**src/design/mst_pkg.sv**
```systemverilog
// ----------------------------------------------------------------------------
// mst_pkg: shared types and constants of the multiset table
// Capacity, field widths, action codes, payload structs and the
// command/status bundles between controller and datapath.
// ----------------------------------------------------------------------------
`timescale 1ns / 1ps
`default_nettype none

package mst_pkg;

   localparam int CAPACITY = 64;
   localparam int IDX_W    = $clog2(CAPACITY);
   localparam int CNT_W    = $clog2(CAPACITY + 1);
   localparam int ACT_W    = 2;
   localparam int VAL_W    = 32;
   localparam int OCC_W    = 7;

   localparam logic [ACT_W-1:0] ACT_ADD    = 2'd0;
   localparam logic [ACT_W-1:0] ACT_REMOVE = 2'd1;
   localparam logic [ACT_W-1:0] ACT_SEARCH = 2'd2;
   localparam logic [ACT_W-1:0] ACT_COUNT  = 2'd3;

   typedef struct packed {
      logic [ACT_W-1:0]        action;
      logic signed [VAL_W-1:0] value;
   } mst_req_type;

   typedef struct packed {
      logic             hit;
      logic [OCC_W-1:0] occurrences;
      logic [OCC_W-1:0] total_size;
      logic             is_empty;
      logic             overflow;
   } mst_rsp_type;

   typedef struct packed {
      logic signed [VAL_W-1:0] value;
      logic [CNT_W-1:0]        mult;
   } mst_entry_type;

   typedef struct packed {
      logic take;
      logic scan;
      logic exec;
      logic shift;
      logic publish;
   } mst_cmd_type;

   typedef struct packed {
      logic table_empty;
      logic match;
      logic at_last;
      logic need_shift;
      logic out_free;
   } mst_sts_type;

endpackage

`default_nettype wire

```
**src/design/mst_datapath.sv**
```systemverilog
// ----------------------------------------------------------------------------
// mst_datapath: table memory, counters and result registers
// Holds the distinct-value table in a one-read one-write memory, scans it
// one entry per cycle, applies the action and compacts when a value's last copy goes.
// ----------------------------------------------------------------------------
`timescale 1ns / 1ps
`default_nettype none

module mst_datapath (
   input  logic                 clock,
   input  logic                 reset,
   input  mst_pkg::mst_cmd_type cmd,
   output mst_pkg::mst_sts_type sts,
   input  mst_pkg::mst_req_type req_data,
   output logic                 rsp_valid,
   input  logic                 rsp_ready,
   output mst_pkg::mst_rsp_type rsp_data
);
   import mst_pkg::*;

   mst_entry_type    entry_mem [CAPACITY];
   mst_entry_type    rd_data_ff;
   logic [IDX_W-1:0] rd_addr;
   logic             wr_en;
   logic [IDX_W-1:0] wr_addr;
   mst_entry_type    wr_data;

   mst_req_type      req_ff, req_in;
   logic [IDX_W-1:0] idx_ff, idx_in;
   logic             found_ff, found_in;
   logic [CNT_W-1:0] mult_ff, mult_in;
   logic [CNT_W-1:0] distinct_ff, distinct_in;
   logic [CNT_W-1:0] total_ff, total_in;
   logic             res_hit_ff, res_hit_in;
   logic             res_ovf_ff, res_ovf_in;
   logic [CNT_W-1:0] res_occ_ff, res_occ_in;
   logic             rsp_valid_ff, rsp_valid_in;
   mst_rsp_type      rsp_data_ff, rsp_data_in;

   logic             full;
   logic             match;
   logic             at_last;
   logic [CNT_W-1:0] idx_next;

   assign full     = total_ff == CNT_W'(CAPACITY);
   assign match    = rd_data_ff.value == req_ff.value;
   assign idx_next = CNT_W'(idx_ff) + CNT_W'(1);
   assign at_last  = idx_next >= distinct_ff;

   assign sts.table_empty = distinct_ff == '0;
   assign sts.match       = match;
   assign sts.at_last     = at_last;
   assign sts.need_shift  = (req_ff.action == ACT_REMOVE) && found_ff
                            && (mult_ff <= CNT_W'(1));
   assign sts.out_free    = !rsp_valid_ff || rsp_ready;

   assign rsp_valid = rsp_valid_ff;
   assign rsp_data  = rsp_data_ff;

   always_comb begin
      req_in      = req_ff;
      idx_in      = idx_ff;
      found_in    = found_ff;
      mult_in     = mult_ff;
      distinct_in = distinct_ff;
      total_in    = total_ff;
      res_hit_in  = res_hit_ff;
      res_ovf_in  = res_ovf_ff;
      res_occ_in  = res_occ_ff;
      rd_addr     = '0;
      wr_en       = 1'b0;
      wr_addr     = idx_ff;
      wr_data     = '{value: req_ff.value, mult: mult_ff};

      if (cmd.take) begin
         req_in   = req_data;
         idx_in   = '0;
         found_in = 1'b0;
         mult_in  = '0;
      end

      if (cmd.scan) begin
         rd_addr = idx_ff + IDX_W'(1);
         if (match) begin
            found_in = 1'b1;
            mult_in  = rd_data_ff.mult;
         end else if (!at_last) begin
            idx_in = idx_ff + IDX_W'(1);
         end
      end

      if (cmd.exec) begin
         rd_addr    = idx_ff + IDX_W'(1);
         res_hit_in = 1'b0;
         res_ovf_in = 1'b0;
         res_occ_in = '0;
         case (req_ff.action)
            ACT_ADD: begin
               if (full) begin
                  res_ovf_in = 1'b1;
                  res_occ_in = found_ff ? mult_ff : '0;
               end else if (found_ff) begin
                  wr_en        = 1'b1;
                  wr_data.mult = mult_ff + CNT_W'(1);
                  total_in     = total_ff + CNT_W'(1);
                  res_hit_in   = 1'b1;
                  res_occ_in   = mult_ff + CNT_W'(1);
               end else if (distinct_ff < CNT_W'(CAPACITY)) begin
                  wr_en        = 1'b1;
                  wr_addr      = IDX_W'(distinct_ff);
                  wr_data.mult = CNT_W'(1);
                  distinct_in  = distinct_ff + CNT_W'(1);
                  total_in     = total_ff + CNT_W'(1);
                  res_hit_in   = 1'b1;
                  res_occ_in   = CNT_W'(1);
               end else begin
                  res_ovf_in = 1'b1;
               end
            end
            ACT_REMOVE: begin
               if (found_ff) begin
                  res_hit_in = 1'b1;
                  if (total_ff != '0) begin
                     total_in = total_ff - CNT_W'(1);
                  end
                  if (mult_ff > CNT_W'(1)) begin
                     wr_en        = 1'b1;
                     wr_data.mult = mult_ff - CNT_W'(1);
                     res_occ_in   = mult_ff - CNT_W'(1);
                  end
               end
            end
            default: begin
               res_hit_in = found_ff;
               res_occ_in = found_ff ? mult_ff : '0;
            end
         endcase
      end

      if (cmd.shift) begin
         rd_addr = idx_ff + IDX_W'(2);
         if (!at_last) begin
            wr_en   = 1'b1;
            wr_addr = idx_ff;
            wr_data = rd_data_ff;
            idx_in  = idx_ff + IDX_W'(1);
         end else begin
            distinct_in = distinct_ff - CNT_W'(1);
         end
      end
   end

   always_comb begin
      rsp_data_in  = rsp_data_ff;
      rsp_valid_in = rsp_valid_ff;
      if (cmd.publish) begin
         rsp_valid_in = 1'b1;
         rsp_data_in  = '{hit:         res_hit_ff,
                          occurrences: OCC_W'(res_occ_ff),
                          total_size:  OCC_W'(total_ff),
                          is_empty:    total_ff == '0,
                          overflow:    res_ovf_ff};
      end else if (rsp_ready) begin
         rsp_valid_in = 1'b0;
      end
   end

   always_ff @(posedge clock) begin
      if (wr_en) begin
         entry_mem[wr_addr] <= wr_data;
      end
      rd_data_ff <= entry_mem[rd_addr];
   end

   always_ff @(posedge clock) begin
      if (reset) begin
         rsp_valid_ff <= 1'b0;
         distinct_ff  <= '0;
         total_ff     <= '0;
      end else begin
         rsp_valid_ff <= rsp_valid_in;
         distinct_ff  <= distinct_in;
         total_ff     <= total_in;
      end
   end

   always_ff @(posedge clock) begin
      req_ff      <= req_in;
      idx_ff      <= idx_in;
      found_ff    <= found_in;
      mult_ff     <= mult_in;
      res_hit_ff  <= res_hit_in;
      res_ovf_ff  <= res_ovf_in;
      res_occ_ff  <= res_occ_in;
      rsp_data_ff <= rsp_data_in;
   end

`ifndef SYNTHESIS
   a_distinct_le_total: assert property (@(posedge clock) disable iff (reset)
      !cmd.shift |-> distinct_ff <= total_ff)
      else $error("distinct count exceeds total count");

   a_total_le_cap: assert property (@(posedge clock) disable iff (reset)
      total_ff <= CNT_W'(CAPACITY))
      else $error("total count exceeds capacity");

   a_write_in_table: assert property (@(posedge clock) disable iff (reset)
      wr_en |-> CNT_W'(wr_addr) <= distinct_ff)
      else $error("write beyond the end of the table");

   a_one_command: assert property (@(posedge clock) disable iff (reset)
      $onehot0({cmd.take, cmd.scan, cmd.exec, cmd.shift, cmd.publish}))
      else $error("more than one command at once");

   a_add_counts: assert property (@(posedge clock) disable iff (reset)
      (cmd.exec && req_ff.action == ACT_ADD && res_hit_in)
      |=> total_ff == $past(total_ff) + CNT_W'(1))
      else $error("accepted add did not grow the total");
`endif

endmodule

`default_nettype wire

```
**src/design/mst_ctrl.sv**
```systemverilog
// ----------------------------------------------------------------------------
// mst_ctrl: sequencing state machine of the multiset table
// Steps each item through accept, table scan (not on an empty table), update,
// compaction (after a last-copy remove) and hand-off to the output register.
// ----------------------------------------------------------------------------
`timescale 1ns / 1ps
`default_nettype none

module mst_ctrl (
   input  logic                 clock,
   input  logic                 reset,
   input  logic                 req_valid,
   output logic                 req_ready,
   input  mst_pkg::mst_sts_type sts,
   output mst_pkg::mst_cmd_type cmd
);
   import mst_pkg::*;

   localparam logic [2:0] ST_IDLE  = 3'd0;
   localparam logic [2:0] ST_SCAN  = 3'd1;
   localparam logic [2:0] ST_EXEC  = 3'd2;
   localparam logic [2:0] ST_SHIFT = 3'd3;
   localparam logic [2:0] ST_POST  = 3'd4;

   logic [2:0] state_ff, state_in;

   assign req_ready = state_ff == ST_IDLE;

   always_comb begin
      state_in = state_ff;
      cmd      = '0;
      case (state_ff)
         ST_IDLE: begin
            if (req_valid) begin
               cmd.take = 1'b1;
               state_in = sts.table_empty ? ST_EXEC : ST_SCAN;
            end
         end
         ST_SCAN: begin
            cmd.scan = 1'b1;
            if (sts.match || sts.at_last) begin
               state_in = ST_EXEC;
            end
         end
         ST_EXEC: begin
            cmd.exec = 1'b1;
            state_in = sts.need_shift ? ST_SHIFT : ST_POST;
         end
         ST_SHIFT: begin
            cmd.shift = 1'b1;
            if (sts.at_last) begin
               state_in = ST_POST;
            end
         end
         ST_POST: begin
            if (sts.out_free) begin
               cmd.publish = 1'b1;
               state_in    = ST_IDLE;
            end
         end
         default: begin
            state_in = ST_IDLE;
         end
      endcase
   end

   always_ff @(posedge clock) begin
      if (reset) begin
         state_ff <= ST_IDLE;
      end else begin
         state_ff <= state_in;
      end
   end

endmodule

`default_nettype wire

```
**src/design/multiset_table_top.sv**
```systemverilog
// ----------------------------------------------------------------------------
// multiset_table_top: fixed-capacity bag of signed 32-bit values
// Request beat: action (add, remove one, search, count) and value.
// Response beat: hit, occurrences, total_size, is_empty, overflow; one
// response beat for every request beat, in order.
// Both channels are valid/ready. One request is in work at a time; req_ready
// is high only while the sequencer waits for a request.
// Steps per request: accept, scan, update, compaction if needed, hand-off. The
// scan reads one table entry per cycle from the table memory until the value
// is found or the distinct entries run out. Removing the last occurrence of a
// value compacts the table, one entry moved per cycle.
// An empty table skips the scan.
// The result sits in an output register; the next request is accepted while
// it waits. A stalled receiver holds the sequencer only at hand-off.
// Reset (synchronous, active high) empties the bag at once; no clearing pass.
// ----------------------------------------------------------------------------
`timescale 1ns / 1ps
`default_nettype none

module multiset_table_top (
   input  logic                 clock,
   input  logic                 reset,
   input  logic                 req_valid,
   output logic                 req_ready,
   input  mst_pkg::mst_req_type req_data,
   output logic                 rsp_valid,
   input  logic                 rsp_ready,
   output mst_pkg::mst_rsp_type rsp_data
);
   import mst_pkg::*;

   mst_cmd_type cmd;
   mst_sts_type sts;

   mst_ctrl u_ctrl (
      .clock     (clock),
      .reset     (reset),
      .req_valid (req_valid),
      .req_ready (req_ready),
      .sts       (sts),
      .cmd       (cmd)
   );

   mst_datapath u_datapath (
      .clock     (clock),
      .reset     (reset),
      .cmd       (cmd),
      .sts       (sts),
      .req_data  (req_data),
      .rsp_valid (rsp_valid),
      .rsp_ready (rsp_ready),
      .rsp_data  (rsp_data)
   );

endmodule

`default_nettype wire
```
**config.mk**
```make
export PLATFORM = sky130hd
export DESIGN_NAME = multiset_table_top
export DESIGN_NICKNAME = d
export VERILOG_FILES = /design/src/design/mst_pkg.sv /design/src/design/mst_datapath.sv /design/src/design/mst_ctrl.sv /design/src/design/multiset_table_top.sv
export SDC_FILE = /design/constraint.sdc
export NUM_CORES = 2
export LEC_CHECK = 0
export ABC_AREA = 1
export BUFFER_PORTS_ARGS = -buffer_cell sky130_fd_sc_hd__buf_2
export CORE_MARGIN = 1.5
export CORE_UTILIZATION = 50
export CTS_CLUSTER_DIAMETER = 100
export DETAILED_ROUTE_END_ITERATION = 6
export GPL_ROUTABILITY_DRIVEN = 0
export PLACE_DENSITY_LB_ADDON = 0.25
export SYNTH_ARGS = -nofsm -noshare
export SYNTH_HDL_FRONTEND = slang
export SYNTH_HIERARCHICAL = 1
export SYNTH_SLANG_ARGS = --single-unit
```
**constraint.sdc**
```tcl
create_clock -name clock -period 8 [get_ports clock]
set_clock_uncertainty 0.2 [all_clocks]
set_input_delay 1.6 -clock clock [delete_from_list [all_inputs] [get_ports clock]]
set_output_delay 1.6 -clock clock [all_outputs]
set_load 0.01 [all_outputs]
```
Yosys cells after proc, flatten, opt, wreduce, memory -nomap -nowiden
Memories as Yosys holds them, arrays and structs flattened. A register that Yosys moved wholly into a read port is not among the register bits.
Index checks and enable logic that the tools add are counted.
{"block": "totals", "output_inout_bits": 19, "elab_cells": 143, "input_bits": 38, "reg_bits": 92, "mem_count": 1, "ram_bits": 2496}
{"block": "classes", "muxes": 83, "eq_ne": 15, "n_reduce_logical": 14, "order_cmp": 4, "n_addsub": 9}
{"memory": "u_datapath.entry_mem", "words": 64, "word_bits": 39, "rd": 1, "rd_clocked_by_memory_dff": 1, "wr": 1, "line_no": "mst_datapath.sv:21", "source": "mst_entry_type entry_mem [CAPACITY];"}
{"operator": "2-to-1 mux 7 bit", "count": 26}
{"operator": "2-to-1 mux 6 bit", "count": 16}
{"operator": "2-to-1 mux 39 bit", "count": 2}
{"operator": "case mux 7 bit (2 select lines)", "count": 3}
{"operator": "equality test 32 bit", "count": 1}
{"operator": "2-to-1 mux 1 bit", "count": 27}
{"operator": "adder 7 x 1 -> 7 bit (second input constant)", "count": 3}
{"operator": "subtractor 7 x 1 -> 7 bit (second input constant)", "count": 3}
{"operator": "2-to-1 mux 3 bit", "count": 5}
{"operator": "case mux 3 bit (5 select lines)", "count": 1}
{"operator": "zero test 7 bit", "count": 2}
{"operator": "inequality test 2 bit (second input constant)", "count": 4}
{"operator": "adder 6 x 1 -> 7 bit (second input constant)", "count": 1}
{"operator": "equality test 7 bit (second input constant)", "count": 1}
{"operator": "greater-or-equal comparator 7 bit", "count": 1}
{"operator": "greater-than comparator 7 x 1 -> 1 bit (second input constant)", "count": 1}
{"operator": "<= comparator 7 x 1 -> 1 bit (second input constant)", "count": 1}
{"operator": "< comparator 7 bit (second input constant)", "count": 1}
{"operator": "nonzero test 7 bit", "count": 1}
{"operator": "adder 6 x 1 -> 6 bit (second input constant)", "count": 1}
{"operator": "adder 6 x 2 -> 6 bit (second input constant)", "count": 1}
{"operator": "equality test 3 x 2 -> 1 bit (second input constant)", "count": 2}
{"operator": "inequality test 2 x 1 -> 1 bit (second input constant)", "count": 3}
{"operator": "AND reduction 6 bit", "count": 1}
{"operator": "13 further kinds", "count": 17}

Depth between registers and ports, before layout
{"block": "logic_depth", "depth_word": 10, "ltp_mapped": 19, "mapped_depth_nobuf": 19}

Cells and area by module
Netlist, hierarchy kept.
{"mod": "mst_datapath", "seq_area_each_um2": 78114.9, "n_inst": 1, "area_each_um2": 112914.5, "cells_each": 10470}
{"mod": "mst_ctrl", "seq_area_each_um2": 60.1, "n_inst": 1, "area_each_um2": 256.5, "cells_each": 42}

Least setup slack after synthesis
OpenSTA, ideal clock, no wires.
{"block": "synth_timing", "kind": "flip-flop to flip-flop", "startpoint": "register u_datapath.idx_ff[1]", "endpoint": "memory u_datapath/entry_mem[0][23] (netlist name) (data pin)", "synth_period_minus_slack_ns": 5.993, "setup_ns": 0.702, "t_arrival_ns": 5.091, "stages_incl_launch_ff": 16, "slack_ns": 2.007, "required_time_ns": 7.098, "cell_sequence": "dfxtp_1 > ha_1 > nand2_1 > nor2_1 > xor2_1 > nand2_1 > o21ai_0 > inv_1 > ha_1 > nand2_1 > inv_2 > a21oi_1 > nand4_2 > buf_2 > clkbuf_1 > o21ai_0"}
{"element": "start, declared", "line_no": "mst_datapath.sv:29", "source": "logic [IDX_W-1:0] idx_ff, idx_in;"}
{"element": "start signal, assigned", "line_no": "mst_datapath.sv:189", "source": "idx_ff <= idx_in;"}
{"element": "end, declared", "line_no": "mst_datapath.sv:21"}

Worst setup path after layout
{"block": "layout_timing", "startpoint": "register u_datapath.idx_ff[1]", "endpoint": "memory u_datapath/entry_mem[3][38] (netlist name), enable pin"}
{"block": "layout_between", "elab_chain_len": 7}
{"element": "parallel branches: the longest is 7 deep, another holds adder 6 x 1 -> 7 bit"}
Parallel ways; which one is timed is not known.

==> impl_metrics.toml <==
[outcome]
status = "finished, final reports clean"

[timing]
hold_violations = 0
finalSetupViolations = 0
period_minus_slack_ns = 6.526
max_freq_mhz = 153.2
worst_pin_slew_ns = 1.346
period_share = 0.8157
slew_viol_final = 0
relSlewSlack = 0.09915
rsz0062_at_grt = "false"
worst_slack_ns = 1.474
finalSetupTns_ns = 0

[setup_path]
ff2ff_setup_slack_ns = 1.47
cp.arrival_ns = 6.96
r2r-end = "u_datapath/entry_mem[3][38]"
path_max_fanout = 31
startpoint_type = "flop"
r2r_start = "u_datapath/idx_ff[1]"
cp-end-kind = "flop"
path_class = "flop to flop"
worstRegToRegCells = 18
required_ns = 8.43

[die]
initial_core_util = 0.5032
dieArea_um2 = 229200
rows = 174
ios = 57
die_y_um = 478.8
dieWidth_um = 478.8
core_area_um2 = 224900

[clocking]
ctsLongestPathBuffers = 4
htree_levels = 5
post-cts-setup-buffers = 0
cts_num_sinks = 2627
cts_tree = "done"
cts_resized = 0
root_buffer = "clkbuf_16"
numCtsBuffers = 283
insertion_delay_ns = 0.93
cts.clk_slew.worst_paths_ns = 0.07
hold_buffers = 0

[logic_synthesis]
synth_mux_area_frac = 0
synth-simple-area-share = 0.2457
synth_nets = 10570
synth_area_um2 = 113200
synth_cell_type_count = 41
ys_seq_elements = 2627
async_flop_share = 0
yosys.area.top_type_share = 0.6782
synth_fa_ha_area_frac = 0.002499
synthTopCellsByArea = "edfxtp_1 (68%), nand3_1 (12%), nand2_1 (11%)"
synth_edf_count = 2556
avgSynthCellArea_um2 = 10.77
ys_top_cells_by_count = "nand2_1 (3248), nand3_1 (2689), edfxtp_1 (2556)"
synth_cells = 10510
synth-xor-area-share = 0.002863
synth.most_common_cell = "nand2_1"
synth_warnings = 6
synth_top_family_by_area = "simple AND/OR/NAND/NOR gates"
ys.flop_type = "edfxtp_1"
seq_area_frac_synth = 0.6908
synth_area_leader_cell = "edfxtp_1"
synth_compound_area_frac = 0.005650

[min_path]
hold_path_class = "flop to flop"
hold_end = "u_datapath/mult_ff[2]"
hp-start = "u_datapath/rd_data_ff[2]"
min_delay_path_depth = 2

[power]
p_sw_mw = 11.22
internal_power_mw = 25.22
max-vdd-ir-drop_v = 0.0004249
clockPowerShare = 0.341
powerDensity_nw_per_um2 = 290.5
switching_share = 0.3079
p_total_mw = 36.44
pwr-share-comb = 0.221
p_leak_nw = 48.24
pwr-share-seq = 0.438

[finish]
syn2layout_area_growth_pct = 10.86
instances_no_fill = 13530
fin_nets = 10410
fill_cells = 18430
layout-drive-gt1-share = 0.07545

[place]
dp_cells = 13060
place_hpwl_um = 171600
io_buffers = 56
pre_cts_slack_ns = 1.660

[grt]
globalRouteTotalUtil = 0.2733
grt_pass1_vias = 74940
grt_pass1_wl_um = 475600
antenna_found_initial = 6
grt.overflow.total = 0
grt_max_degree = 187

[drt]
ant_nets = 0
totalWireLength_um = 318600
drtPass1Iterations = 7
drt_iter0_drc = 10570
route.detailed.drc = 0
wl_per_cell_um = 23.55
viasPerCell = 5.849
num_vias = 79140

[run]
max_cap_violations = 0
[routing by layer]
metal	up-vias	wire length [µm]	global-route usage
met1	38510	125200	0.3803
li1	35730	-	-
met3	649	32830	0.04853
met5	-	0	0
met4	0	12080	0.1041
met2	4250	148600	0.4299
[registers in the layout, indices dropped and copies added (netlist names)]
| name | count |
|---|---|
| u_datapath/entry_mem | 2496 |
| u_datapath/rd_data_ff | 39 |
| u_datapath/req_ff | 34 |
| u_datapath/rsp_data | 17 |
| u_datapath/distinct_ff | 7 |
| u_datapath/mult_ff | 7 |
| u_datapath/res_occ_ff | 7 |
| u_datapath/total_ff | 7 |
| u_datapath/idx_ff | 6 |
| u_ctrl/state_ff | 3 |
| u_datapath/found_ff | 1 |
| u_datapath/res_hit_ff | 1 |
| u_datapath/res_ovf_ff | 1 |
| u_datapath/rsp_valid | 1 |
[power groups by stage]
stage	Sequential (mW)	Clock, mW	Combinational, mW
final	16.0	12.4	8.05
after global placement	16.2	0	7.78
after global routing	16.0	13.1	8.87
after detailed placement	16.2	0	7.90
after CTS	16.0	12.6	7.94
after floorplan	16.2	0	5.55
[cell families (layout without fill, tap and decap cells)]
kind of cell | Yosys count | count (layout)
DFF | 2627 | 2627
other | 0 | 1
adders and majority gates | 22 | 22
and+or+nand+nor | 6282 | 6282
AOI/OAI and AO/OA | 113 | 113
buffers and inverters | 1431 | 1456
xor gates and xnor gates | 37 | 37
[worst max-delay path: stages (launching register included)]
cell and delay (ns):
dfxtp_1 0.52, ha_1 0.28, nand2_1 0.10, nor2_1 0.16, xor2_1 0.29, nand2_1 0.10
o21ai_0 0.24, inv_1 0.15, ha_1 0.32, nand2_1 0.11, inv_2 0.05, a21oi_1 0.29
nand4_4 0.50, inv_2 0.60, o21ai_2 0.20, nor2_1 0.17, nand2_1 0.54, nor2_4 1.04
buf_4 0.34
[final cells by class]
class,count,area (µm²),area share
multi-input combinational,6454,29940,0.2386
timing repair buffer,251,2232,0.01779
antenna,1,2.502,0.00001995
tap,2992,3744,0.02984
sequential,2627,78180,0.6231
inverter,731,2761,0.02201
clock buffer,348,7506,0.05983
clock inverter,126,1105,0.008806
[placed cells by master (no fill, tap or decap), drive strengths merged, types with 16 or more instances in the layout]
cell,Yosys,layout
a21oi,32,32
buf,543,251
bufinv,0,20
clkbuf,157,348
clkinv,0,98
dfxtp,71,71
edfxtp,2556,2556
ha,21,21
inv,731,730
nand2,3261,3261
nand3,2696,2696
nand3b,162,162
nor2,131,131
o21ai,65,65
xnor2,21,21
xor2,16,16
[how the worst max path moves through the flow]
stage / from / end / cells past startpoint
floorplan: u_datapath/idx_ff[1] / u_datapath/entry_mem[0][23] / 15
global placement: u_datapath/idx_ff[1] / u_datapath/entry_mem[3][24] / 18
detailed placement: u_datapath/idx_ff[1] / u_datapath/entry_mem[3][24] / 18
CTS: u_datapath/idx_ff[1] / u_datapath/entry_mem[3][19] / 18
global route: u_datapath/idx_ff[1] / u_datapath/entry_mem[27][20] / 18
finish: u_datapath/idx_ff[1] / u_datapath/entry_mem[3][38] / 18
[stage by stage]
step / instance area, µm² / utilization / hold slack [ns]
after global placement: 116800 / 0.5196 / 0.2459
after CTS: 125500 / 0.5579 / 0.2652
after global routing: 125500 / 0.5579 / 0.2907
after floorplan: 113200 / - / 0.2003
after detailed placement: 116800 / 0.5196 / 0.2610
final: 125500 / 0.5579 / 0.2587
Power figures use the tool's default switching activity.
